**src/rocket_flight_stage_detector_assert.svh**
```systemverilog
// Assertion macros used by the detector top level.
`ifndef ROCKET_FLIGHT_STAGE_DETECTOR_ASSERT_SVH
`define ROCKET_FLIGHT_STAGE_DETECTOR_ASSERT_SVH

`ifndef SYNTHESIS

`define RFSD_ASSERT_IMPL(name, ante, cons) \
	name: assert property (@(posedge clk) disable iff (!arst_n) (ante) |-> (cons)) \
		else $error("rfsd same-cycle check failed");

`define RFSD_ASSERT_NEXT(name, ante, cons) \
	name: assert property (@(posedge clk) disable iff (!arst_n) (ante) |=> (cons)) \
		else $error("rfsd next-cycle check failed");

`else

`define RFSD_ASSERT_IMPL(name, ante, cons)

`define RFSD_ASSERT_NEXT(name, ante, cons)

`endif

`endif

```
**src/rfsd_pkg.sv**
```systemverilog
package rfsd_pkg;

	localparam int SAMPLE_W   = 21;
	localparam int REL_W      = 22;
	localparam int WINDOW     = 15;
	localparam int SUM_W      = SAMPLE_W + $clog2(WINDOW);
	localparam int DIV_SHIFT  = 32;
	localparam int RECIP_W    = DIV_SHIFT;
	localparam int PROD_W     = SUM_W + RECIP_W;
	localparam longint unsigned RECIP_FULL =
		((64'd1 << DIV_SHIFT) + 64'(WINDOW) - 64'd1) / 64'(WINDOW);
	localparam logic [RECIP_W-1:0] RECIP = RECIP_W'(RECIP_FULL);

	localparam int THR_W      = 17;
	localparam int HOLD_W     = 8;
	localparam int CFG_IDX_W  = 3;
	localparam int CFG_DATA_W = 17;

	localparam int CAL_W = 6;
	localparam logic [CAL_W-1:0] CAL_START   = 6'd30;
	localparam logic [CAL_W-1:0] CAL_CAPTURE = 6'd1;
	localparam logic [CAL_W-1:0] CAL_DONE    = 6'd63;

	localparam int EV_W = 3;
	localparam logic [EV_W-1:0] EV_NONE    = 3'd0;
	localparam logic [EV_W-1:0] EV_LIFTOFF = 3'd1;
	localparam logic [EV_W-1:0] EV_TARGET  = 3'd2;
	localparam logic [EV_W-1:0] EV_APOGEE  = 3'd3;
	localparam logic [EV_W-1:0] EV_REEF    = 3'd4;
	localparam logic [EV_W-1:0] EV_LANDED  = 3'd5;

	localparam int FLAG_W = 5;
	localparam logic [FLAG_W-1:0] F_LIFTOFF = 5'b00001;
	localparam logic [FLAG_W-1:0] F_TARGET  = 5'b00010;
	localparam logic [FLAG_W-1:0] F_APOGEE  = 5'b00100;
	localparam logic [FLAG_W-1:0] F_REEF    = 5'b01000;
	localparam logic [FLAG_W-1:0] F_LANDED  = 5'b10000;

	localparam int LED_W = 4;
	localparam logic [LED_W-1:0] LED_LIFTOFF = 4'h4;
	localparam logic [LED_W-1:0] LED_TARGET  = 4'h2;
	localparam logic [LED_W-1:0] LED_APOGEE  = 4'h1;
	localparam logic [LED_W-1:0] LED_REEF    = 4'h3;
	localparam logic [LED_W-1:0] LED_LANDED  = 4'h6;

	localparam logic [CFG_IDX_W-1:0] REG_LIFTOFF = 3'd0;
	localparam logic [CFG_IDX_W-1:0] REG_TARGET  = 3'd1;
	localparam logic [CFG_IDX_W-1:0] REG_APOGEE  = 3'd2;
	localparam logic [CFG_IDX_W-1:0] REG_REEF    = 3'd3;
	localparam logic [CFG_IDX_W-1:0] REG_LANDED  = 3'd4;
	localparam logic [CFG_IDX_W-1:0] REG_HOLD    = 3'd5;

	typedef struct packed {
		logic [THR_W-1:0]  liftoff;
		logic [THR_W-1:0]  target;
		logic [THR_W-1:0]  apogee_drop;
		logic [THR_W-1:0]  reef;
		logic [THR_W-1:0]  landed;
		logic [HOLD_W-1:0] hold;
	} cfg_t;

	localparam cfg_t CFG_RESET = '{
		liftoff:     17'd300,
		target:      17'd500,
		apogee_drop: 17'd300,
		reef:        17'd200,
		landed:      17'd50,
		hold:        8'd10
	};

endpackage

```
**src/rfsd_cell.sv**
```systemverilog
module rfsd_cell (
	input  logic                          clk,
	input  logic                          arst_n,
	input  logic                          shift_en,
	input  logic [rfsd_pkg::SAMPLE_W-1:0] sample_in,
	output logic [rfsd_pkg::SAMPLE_W-1:0] sample_out
);

	logic [rfsd_pkg::SAMPLE_W-1:0] sample_q;

	always_ff @(posedge clk or negedge arst_n) begin
		if (!arst_n) begin
			sample_q <= '0;
		end else if (shift_en) begin
			sample_q <= sample_in;
		end
	end

	assign sample_out = sample_q;

endmodule

```
**src/rfsd_window.sv**
```systemverilog
module rfsd_window (
	input  logic                                 clk,
	input  logic                                 arst_n,
	input  logic                                 in_valid,
	output logic                                 in_ready,
	input  logic signed [rfsd_pkg::SAMPLE_W-1:0] sample,
	output logic                                 out_valid,
	input  logic                                 out_ready,
	output logic signed [rfsd_pkg::SAMPLE_W-1:0] mean
);

	logic [rfsd_pkg::WINDOW:0][rfsd_pkg::SAMPLE_W-1:0] tap;

	logic                                 accept;
	logic                                 rdy2, rdy3;
	logic                                 v_s1, v_s2, v_s3;
	logic signed [rfsd_pkg::SUM_W-1:0]    sum_q;
	logic [rfsd_pkg::SUM_W-1:0]           mag;
	logic [rfsd_pkg::PROD_W-1:0]          prod_s2;
	logic                                 neg_s2;
	logic [rfsd_pkg::SAMPLE_W-1:0]        quot;
	logic signed [rfsd_pkg::SAMPLE_W-1:0] mean_s3;

	assign rdy3     = ~v_s3 | out_ready;
	assign rdy2     = ~v_s2 | rdy3;
	assign in_ready = ~v_s1 | rdy2;
	assign accept   = in_valid & in_ready;

	// shift line: cell 0 takes the new sample, the last cell holds the oldest
	assign tap[0] = sample;

	for (genvar i = 0; i < rfsd_pkg::WINDOW; i++) begin : g_cell
		rfsd_cell u_cell (
			.clk        (clk),
			.arst_n     (arst_n),
			.shift_en   (accept),
			.sample_in  (tap[i]),
			.sample_out (tap[i+1])
		);
	end

	always_ff @(posedge clk or negedge arst_n) begin
		if (!arst_n) begin
			sum_q <= '0;
			v_s1  <= 1'b0;
			v_s2  <= 1'b0;
			v_s3  <= 1'b0;
		end else begin
			if (accept) begin
				sum_q <= sum_q + rfsd_pkg::SUM_W'(sample)
					- rfsd_pkg::SUM_W'($signed(tap[rfsd_pkg::WINDOW]));
			end
			v_s1 <= accept | (v_s1 & ~rdy2);
			v_s2 <= (v_s1 & rdy2) | (v_s2 & ~rdy3);
			v_s3 <= (v_s2 & rdy3) | (v_s3 & ~out_ready);
		end
	end

	// divide by the window as magnitude times reciprocal, sign restored after
	assign mag  = sum_q[rfsd_pkg::SUM_W-1] ? rfsd_pkg::SUM_W'(-sum_q)
		: rfsd_pkg::SUM_W'(sum_q);
	assign quot = prod_s2[rfsd_pkg::DIV_SHIFT +: rfsd_pkg::SAMPLE_W];

	always_ff @(posedge clk) begin
		if (v_s1 & rdy2) begin
			neg_s2  <= sum_q[rfsd_pkg::SUM_W-1];
			prod_s2 <= rfsd_pkg::PROD_W'(mag) * rfsd_pkg::PROD_W'(rfsd_pkg::RECIP);
		end
		if (v_s2 & rdy3) begin
			mean_s3 <= neg_s2 ? -quot : quot;
		end
	end

	assign out_valid = v_s3;
	assign mean      = mean_s3;

endmodule

```
**src/rfsd_flight.sv**
```systemverilog
module rfsd_flight (
	input  logic                                 clk,
	input  logic                                 arst_n,
	input  rfsd_pkg::cfg_t                       cfg,
	input  logic                                 in_valid,
	output logic                                 in_ready,
	input  logic signed [rfsd_pkg::SAMPLE_W-1:0] mean,
	output logic                                 out_valid,
	input  logic                                 out_ready,
	output logic signed [rfsd_pkg::SAMPLE_W-1:0] mean_altitude_cm,
	output logic signed [rfsd_pkg::REL_W-1:0]    relative_height_cm,
	output logic [rfsd_pkg::EV_W-1:0]            event_code,
	output logic [rfsd_pkg::FLAG_W-1:0]          stage_flags,
	output logic [rfsd_pkg::LED_W-1:0]           led_mask,
	output logic [rfsd_pkg::EV_W-1:0]            tone_select,
	output logic                                 calibrated
);

	function automatic logic signed [rfsd_pkg::REL_W:0] thr_ext(
		input logic [rfsd_pkg::THR_W-1:0] t
	);
		return {{(rfsd_pkg::REL_W + 1 - rfsd_pkg::THR_W){1'b0}}, t};
	endfunction

	logic rdy5, acc4, mov45;

	logic [rfsd_pkg::CAL_W-1:0]           cal_q, cal_n;
	logic signed [rfsd_pkg::SAMPLE_W-1:0] base_q, base_n;
	logic signed [rfsd_pkg::REL_W-1:0]    rel_n;

	logic                                 v_s4, done_s4;
	logic signed [rfsd_pkg::SAMPLE_W-1:0] mean_s4;
	logic signed [rfsd_pkg::REL_W-1:0]    rel_s4;

	logic                                 v_s5, done_s5;
	logic signed [rfsd_pkg::SAMPLE_W-1:0] mean_s5;
	logic signed [rfsd_pkg::REL_W-1:0]    rel_s5;
	logic [rfsd_pkg::EV_W-1:0]            ev_s5;

	logic [rfsd_pkg::FLAG_W-1:0]       flags_q, flags_n;
	logic signed [rfsd_pkg::REL_W-1:0] peak_q, peak_n;
	logic [rfsd_pkg::LED_W-1:0]        led_q, led_n;
	logic [rfsd_pkg::EV_W-1:0]         tone_q, tone_n;
	logic [rfsd_pkg::HOLD_W-1:0]       hold_q, hold_n;
	logic [rfsd_pkg::EV_W-1:0]         ev_n;

	logic                              fire;
	logic [rfsd_pkg::FLAG_W-1:0]       fire_flag;
	logic [rfsd_pkg::LED_W-1:0]        fire_led;
	logic signed [rfsd_pkg::REL_W:0]   rel_x, peak_x, drop_x;

	assign rdy5     = ~v_s5 | out_ready;
	assign in_ready = ~v_s4 | rdy5;
	assign acc4     = in_valid & in_ready;
	assign mov45    = v_s4 & rdy5;

	// calibration and baseline
	assign cal_n  = (cal_q != rfsd_pkg::CAL_DONE) ? cal_q - rfsd_pkg::CAL_W'(1) : cal_q;
	assign base_n = (cal_n == rfsd_pkg::CAL_CAPTURE) ? mean : base_q;
	assign rel_n  = rfsd_pkg::REL_W'(mean) - rfsd_pkg::REL_W'(base_n);

	// stage rules
	assign rel_x  = {rel_s4[rfsd_pkg::REL_W-1], rel_s4};
	assign peak_x = {peak_q[rfsd_pkg::REL_W-1], peak_q};
	// drop from peak; a new peak gives a drop below zero, which never exceeds the limit
	assign drop_x = peak_x - rel_x;

	always_comb begin
		ev_n      = rfsd_pkg::EV_NONE;
		fire      = 1'b0;
		fire_flag = '0;
		fire_led  = '0;
		peak_n    = peak_q;
		flags_n   = flags_q;
		led_n     = led_q;
		tone_n    = tone_q;
		hold_n    = hold_q;

		if (done_s4) begin
			if ((flags_q & rfsd_pkg::F_LIFTOFF) == '0) begin
				if (rel_x > thr_ext(cfg.liftoff)) begin
					fire      = 1'b1;
					ev_n      = rfsd_pkg::EV_LIFTOFF;
					fire_flag = rfsd_pkg::F_LIFTOFF;
					fire_led  = rfsd_pkg::LED_LIFTOFF;
					peak_n    = rel_s4;
				end
			end else if ((flags_q & rfsd_pkg::F_LANDED) == '0) begin
				if (rel_x > peak_x) begin
					peak_n = rel_s4;
				end
				if (((flags_q & rfsd_pkg::F_TARGET) == '0) && (rel_x > thr_ext(cfg.target))) begin
					fire      = 1'b1;
					ev_n      = rfsd_pkg::EV_TARGET;
					fire_flag = rfsd_pkg::F_TARGET;
					fire_led  = rfsd_pkg::LED_TARGET;
				end else if (((flags_q & rfsd_pkg::F_APOGEE) == '0)
					&& (drop_x > thr_ext(cfg.apogee_drop))) begin
					fire      = 1'b1;
					ev_n      = rfsd_pkg::EV_APOGEE;
					fire_flag = rfsd_pkg::F_APOGEE;
					fire_led  = rfsd_pkg::LED_APOGEE;
				end else if (((flags_q & rfsd_pkg::F_REEF) == '0)
					&& ((flags_q & rfsd_pkg::F_APOGEE) != '0)
					&& (rel_x < thr_ext(cfg.reef))) begin
					fire      = 1'b1;
					ev_n      = rfsd_pkg::EV_REEF;
					fire_flag = rfsd_pkg::F_REEF;
					fire_led  = rfsd_pkg::LED_REEF;
				end else if (rel_x < thr_ext(cfg.landed)) begin
					fire      = 1'b1;
					ev_n      = rfsd_pkg::EV_LANDED;
					fire_flag = rfsd_pkg::F_LANDED;
					fire_led  = rfsd_pkg::LED_LANDED;
				end
			end
		end

		if (fire) begin
			flags_n = flags_q | fire_flag;
			led_n   = led_q | fire_led;
			tone_n  = ev_n;
			hold_n  = cfg.hold;
		end

		if (hold_n != '0) begin
			hold_n = hold_n - rfsd_pkg::HOLD_W'(1);
			if (hold_n == '0) begin
				led_n  = '0;
				tone_n = rfsd_pkg::EV_NONE;
			end
		end
	end

	always_ff @(posedge clk or negedge arst_n) begin
		if (!arst_n) begin
			cal_q   <= rfsd_pkg::CAL_START;
			base_q  <= '0;
			peak_q  <= '0;
			flags_q <= '0;
			led_q   <= '0;
			tone_q  <= rfsd_pkg::EV_NONE;
			hold_q  <= '0;
			v_s4    <= 1'b0;
			v_s5    <= 1'b0;
		end else begin
			if (acc4) begin
				cal_q  <= cal_n;
				base_q <= base_n;
			end
			if (mov45) begin
				peak_q  <= peak_n;
				flags_q <= flags_n;
				led_q   <= led_n;
				tone_q  <= tone_n;
				hold_q  <= hold_n;
			end
			v_s4 <= acc4 | (v_s4 & ~rdy5);
			v_s5 <= mov45 | (v_s5 & ~out_ready);
		end
	end

	always_ff @(posedge clk) begin
		if (acc4) begin
			mean_s4 <= mean;
			rel_s4  <= rel_n;
			done_s4 <= (cal_n == rfsd_pkg::CAL_DONE);
		end
		if (mov45) begin
			mean_s5 <= mean_s4;
			rel_s5  <= rel_s4;
			ev_s5   <= ev_n;
			done_s5 <= done_s4;
		end
	end

	assign out_valid          = v_s5;
	assign mean_altitude_cm   = mean_s5;
	assign relative_height_cm = rel_s5;
	assign event_code         = ev_s5;
	assign calibrated         = done_s5;
	assign stage_flags        = flags_q;
	assign led_mask           = led_q;
	assign tone_select        = tone_q;

endmodule

```
**src/rocket_flight_stage_detector.sv**
```systemverilog
// A result passes the window sum, product and mean registers, then the flight
// rule and output registers. Throughput: one sample per cycle unless result_ready
// stalls; the 15-cell shift line and running sum take each accepted sample.
// Reset (arst_n low, asynchronous): window cells, sum, calibration, flags,
// indicators and pipeline valids are reset at once; no sweep follows reset.
`include "rocket_flight_stage_detector_assert.svh"

module rocket_flight_stage_detector (
	input  logic                                   clk,
	input  logic                                   arst_n,
	input  logic                                   cfg_wr_en,
	input  logic [rfsd_pkg::CFG_IDX_W-1:0]         cfg_index,
	input  logic [rfsd_pkg::CFG_DATA_W-1:0]        cfg_data,
	input  logic                                   sample_valid,
	output logic                                   sample_ready,
	input  logic signed [rfsd_pkg::SAMPLE_W-1:0]   altitude_cm,
	output logic                                   result_valid,
	input  logic                                   result_ready,
	output logic signed [rfsd_pkg::SAMPLE_W-1:0]   mean_altitude_cm,
	output logic signed [rfsd_pkg::REL_W-1:0]      relative_height_cm,
	output logic [rfsd_pkg::EV_W-1:0]              event_code,
	output logic [rfsd_pkg::FLAG_W-1:0]            stage_flags,
	output logic [rfsd_pkg::LED_W-1:0]             led_mask,
	output logic [rfsd_pkg::EV_W-1:0]              tone_select,
	output logic                                   calibrated
);

	rfsd_pkg::cfg_t cfg_q;

	logic                                 mean_valid, mean_ready;
	logic signed [rfsd_pkg::SAMPLE_W-1:0] mean;

	always_ff @(posedge clk or negedge arst_n) begin
		if (!arst_n) begin
			cfg_q <= rfsd_pkg::CFG_RESET;
		end else if (cfg_wr_en) begin
			case (cfg_index)
				rfsd_pkg::REG_LIFTOFF: cfg_q.liftoff     <= cfg_data[rfsd_pkg::THR_W-1:0];
				rfsd_pkg::REG_TARGET:  cfg_q.target      <= cfg_data[rfsd_pkg::THR_W-1:0];
				rfsd_pkg::REG_APOGEE:  cfg_q.apogee_drop <= cfg_data[rfsd_pkg::THR_W-1:0];
				rfsd_pkg::REG_REEF:    cfg_q.reef        <= cfg_data[rfsd_pkg::THR_W-1:0];
				rfsd_pkg::REG_LANDED:  cfg_q.landed      <= cfg_data[rfsd_pkg::THR_W-1:0];
				rfsd_pkg::REG_HOLD:    cfg_q.hold        <= cfg_data[rfsd_pkg::HOLD_W-1:0];
				default: begin
				end
			endcase
		end
	end

	rfsd_window u_window (
		.clk       (clk),
		.arst_n    (arst_n),
		.in_valid  (sample_valid),
		.in_ready  (sample_ready),
		.sample    (altitude_cm),
		.out_valid (mean_valid),
		.out_ready (mean_ready),
		.mean      (mean)
	);

	rfsd_flight u_flight (
		.clk                (clk),
		.arst_n             (arst_n),
		.cfg                (cfg_q),
		.in_valid           (mean_valid),
		.in_ready           (mean_ready),
		.mean               (mean),
		.out_valid          (result_valid),
		.out_ready          (result_ready),
		.mean_altitude_cm   (mean_altitude_cm),
		.relative_height_cm (relative_height_cm),
		.event_code         (event_code),
		.stage_flags        (stage_flags),
		.led_mask           (led_mask),
		.tone_select        (tone_select),
		.calibrated         (calibrated)
	);

	`RFSD_ASSERT_IMPL(a_event_sets_flag, result_valid && (event_code != rfsd_pkg::EV_NONE), stage_flags != '0)
	`RFSD_ASSERT_IMPL(a_quiet_before_cal, result_valid && !calibrated, (event_code == rfsd_pkg::EV_NONE) && (stage_flags == '0))
	`RFSD_ASSERT_IMPL(a_reef_needs_apogee, (stage_flags & rfsd_pkg::F_REEF) != '0, (stage_flags & rfsd_pkg::F_APOGEE) != '0)
	`RFSD_ASSERT_NEXT(a_flags_sticky, 1'b1, (stage_flags & $past(stage_flags)) == $past(stage_flags))

endmodule

```
**config.mk**
```make
export PLATFORM = sky130hd
export DESIGN_NAME = rocket_flight_stage_detector
export DESIGN_NICKNAME = d
export VERILOG_FILES = /design/src/rfsd_pkg.sv /design/src/rfsd_cell.sv /design/src/rfsd_window.sv /design/src/rfsd_flight.sv /design/src/rocket_flight_stage_detector.sv
export VERILOG_INCLUDE_DIRS = /design/src /design/src/src
export SDC_FILE = /design/constraint.sdc
export NUM_CORES = 2
export LEC_CHECK = 0
export ABC_AREA = 1
export BUFFER_PORTS_ARGS = -buffer_cell sky130_fd_sc_hd__buf_4
export CAP_MARGIN = 20
export CELL_PAD_IN_SITES_DETAIL_PLACEMENT = 0
export CELL_PAD_IN_SITES_GLOBAL_PLACEMENT = 1
export CORE_ASPECT_RATIO = 1.4
export CORE_MARGIN = 2
export CORE_UTILIZATION = 40
export DETAILED_ROUTE_END_ITERATION = 6
export HOLD_SLACK_MARGIN = 0.05
export PLACE_DENSITY_LB_ADDON = 0.05
export SYNTH_ARGS = -nofsm -noshare
export SYNTH_HDL_FRONTEND = slang
export SYNTH_SLANG_ARGS = --single-unit
```
**constraint.sdc**
```tcl
create_clock -name clk -period 15.55 [get_ports clk]
set_clock_uncertainty 0.1 [all_clocks]
set_input_delay 1.555 -clock clk [delete_from_list [all_inputs] [get_ports clk]]
set_output_delay 1.555 -clock clk [all_outputs]
set_load 0.03 [all_outputs]
```
==> impl_metrics.yaml <==
status:
  status: "completed"
floorplanning:
  dieArea_um2: 93500
  rows: 131
  io_pins: 107
  die_height_um: 361
  start_util: 0.402
  core-area_um2: 90600
  die_w_um: 259
timing:
  timing.fmax_ghz: 0.123
  setup_tns_ps: 0
  rsz0062_at_grt: "false"
  finalHoldViolCount: 0
  slew_headroom: 0.334
  maxSlewViolCount: 0
  finalSetupViolations: 0
  finalCriticalPeriod_ps: 8130
  tightest_slew_ps: 999
  fin_crit_sh: 0.523
cts:
  clock_latency_ps: 650
  cts_setup_buffers: 0
  clk_pin_slew_ps: 60
  cts-resized-gates: 0
  cts_root_buffer: "clkbuf_16"
  cts_sinks: 640
  holdBufCountCts: 0
  cts_buffers: 71
  clockBufferDepth: 3
  cts_tree: "done"
  h-tree-depth: 3
drt:
  antenna_left: 0
  dr.pass1.iters: 5
  vias: 26176
  wl_per_cell_um: 17.0
  viasPerCell: 4.82
  drt_iter0_markers: 1398
  drc: 0
  drt_wl_total_um: 92600
global_route:
  grt_pass1_vias: 26985
  antenna_found_initial: 0
  gr-usage-all-layers: 0.204
  gr-total-overflow: 0
  grt_pass1_wl_um: 150000
  grt_max_degree: 150
synthesis:
  synthMuxAreaShare: 0.00522
  yosys-top-cells-area: "dfrtp_1 (33%), nand2_1 (14%), ha_1 (11%)"
  syn-num-nets: 4572
  synth.top_cell.area_share: 0.330
  synth-compound-area-share: 0.0801
  synthSimpleGateAreaFrac: 0.185
  synth-xor-area-share: 0.0293
  ys.flop_type: "dfrtp_1"
  synth_top_family_by_area: "simple AND/OR/NAND/NOR gates"
  synth_seq_cells: 640
  ys_warn_count: 0
  synth.distinct_cells: 63
  synth_top_area_cell: "dfrtp_1"
  synth_fa_ha_area_frac: 0.174
  syn_area_um2: 36400
  synth.avg_cell_area_um2: 8.92
  syn_inst: 4085
  async_flop_share: 0.791
  synth_edf_count: 134
  yosysSeqAreaShare: 0.459
flow_run:
  max_cap_viol_count: 0
finish:
  fin_cells: 5433
  drive_gt1_frac: 0.0751
  post-route-util: 0.451
  final_common_cell: "nand2_1"
  diodes: 0
  stdcell_area_um2: 40900
  fill_cells: 9005
  areaGrowthSynthToFinish_pct: 12.1
  nNetsFinal: 4668
  final_cell_mix: "nand2_1 (1352), inv_1 (529), dfrtp_1 (480)"
placed_design:
  io_buffers: 105
  hpwlAfterDp_um: 69400
  gp_congestion: 0.909
  placed_area_um2: 38500
  dp_cells: 5302
setup_path:
  crit_path_start_kind: "register"
  path_max_fanout: 7
  cp_data_arrival_time_ps: 8390
  worstSetupPathType: "register to register"
  path_buf_inv: 7
  r2r_slack_ps: 7420
  startpoint: "u_window.sum_q[0]"
  slowest_delay_ps: 570
  end_kind: "register"
  timing.rr.start: "u_window.sum_q[0]"
  cpMaxStageDelayCell: "fa_1"
  worstPathRequired_ps: 15820
  crit_top_cell: "inv_1"
  crit_family: "adder cells"
hold_path:
  holdCritStartpoint: "u_flight.mean_s4[20]"
  min_path_type: "register to register"
==> synthesized netlist by cell type (10+ instances only) <==
master / instances
nand4_1: 29
inv_1: 532
nand3_1: 66
xnor2_1: 36
ha_1: 332
dfstp_2: 26
edfxtp_1: 134
a21oi_1: 155
xor2_1: 86
mux2i_1: 19
nor3_1: 24
nor4_1: 12
nand2_1: 1353
a31oi_1: 10
o21ai_0: 308
dfrtp_1: 480
nor2_1: 141
fa_1: 109
o21bai_1: 13
clkbuf_1: 101
==> metrics by stage <==
step	hold WS, ps	setup WS, ps
finish	319	7420
global route	328	6630
CTS	320	7270
detailed placement	306	7290
global placement	304	7400
floorplan	300	8550
==> worst register-to-register path, delay by kind of cell, from the launching register on <==
| family | cells | cell delay, ps |
|---|---|---|
| flops | 1 | 540 |
| fa+ha+maj | 8 | 3160 |
| buf+inv | 7 | 720 |
| simple gates | 9 | 1730 |
| compound gates | 6 | 1530 |
| xor+xnor | 1 | 80 |
==> metal layers <==
layer / part of all wire / track usage / routed length, µm / vias to the layer above
met5: 0 / 0 / 0 / -
li1: - / - / - / 13243
met3: 0.027 / 0.0276 / 2480 / 132
met2: 0.53 / 0.377 / 49000 / 311
met4: 0.038 / 0.0827 / 3520 / 0
met1: 0.41 / 0.236 / 37600 / 12490
==> registers in the layout, indices dropped and copies added, names as in the netlist, 5 cells and up <==
name                               flops
u_window.g_cell.u_cell.sample_out    315
cfg_q                                 93
u_window.sum_q                        25
u_flight.peak_q                       22
u_flight.rel_s4                       22
u_flight.relative_height_cm           22
u_flight.base_q                       21
u_flight.mean_altitude_cm             21
u_flight.mean_s4                      21
u_window.mean                         21
u_window.prod_s2                      21
u_flight.hold_q                        8
u_flight.cal_q                         6
u_flight.stage_flags                   5
==> path summary, 6_finish.rpt <==
path | end | cells after the start
min in group asynchronous | cfg_q[21] | 1
min reg2reg | u_flight.mean_altitude_cm[20] | 0
max in group asynchronous | u_window.sum_q[2] | 4
max reg2reg | u_window.prod_s2[46] | 31
min | u_flight.mean_altitude_cm[20] | 0
max | u_window.prod_s2[46] | 31
==> layout make-up <==
type	instances	area, µm²	share of cell area
clock buffers	96	1950	0.0477
clock inverters	32	333	0.00815
inverters	539	2030	0.0497
multi-input cells	2798	17300	0.423
flip-flops and latches	640	16700	0.409
well taps	1197	1500	0.0367
repair buffers	131	1040	0.0255
==> cell families after synthesis <==
kind of cell / count (synthesis)
DFF: 640
adders and majority gates: 441
and+or+nand+nor: 1673
muxes: 19
buffers and inverters: 647
other: 1
AOI/OAI and AO/OA: 542
xor gates and xnor gates: 122
Power is not shown: default switching activity piles up to over one toggle a cycle in this logic, so the estimate is an artifact.
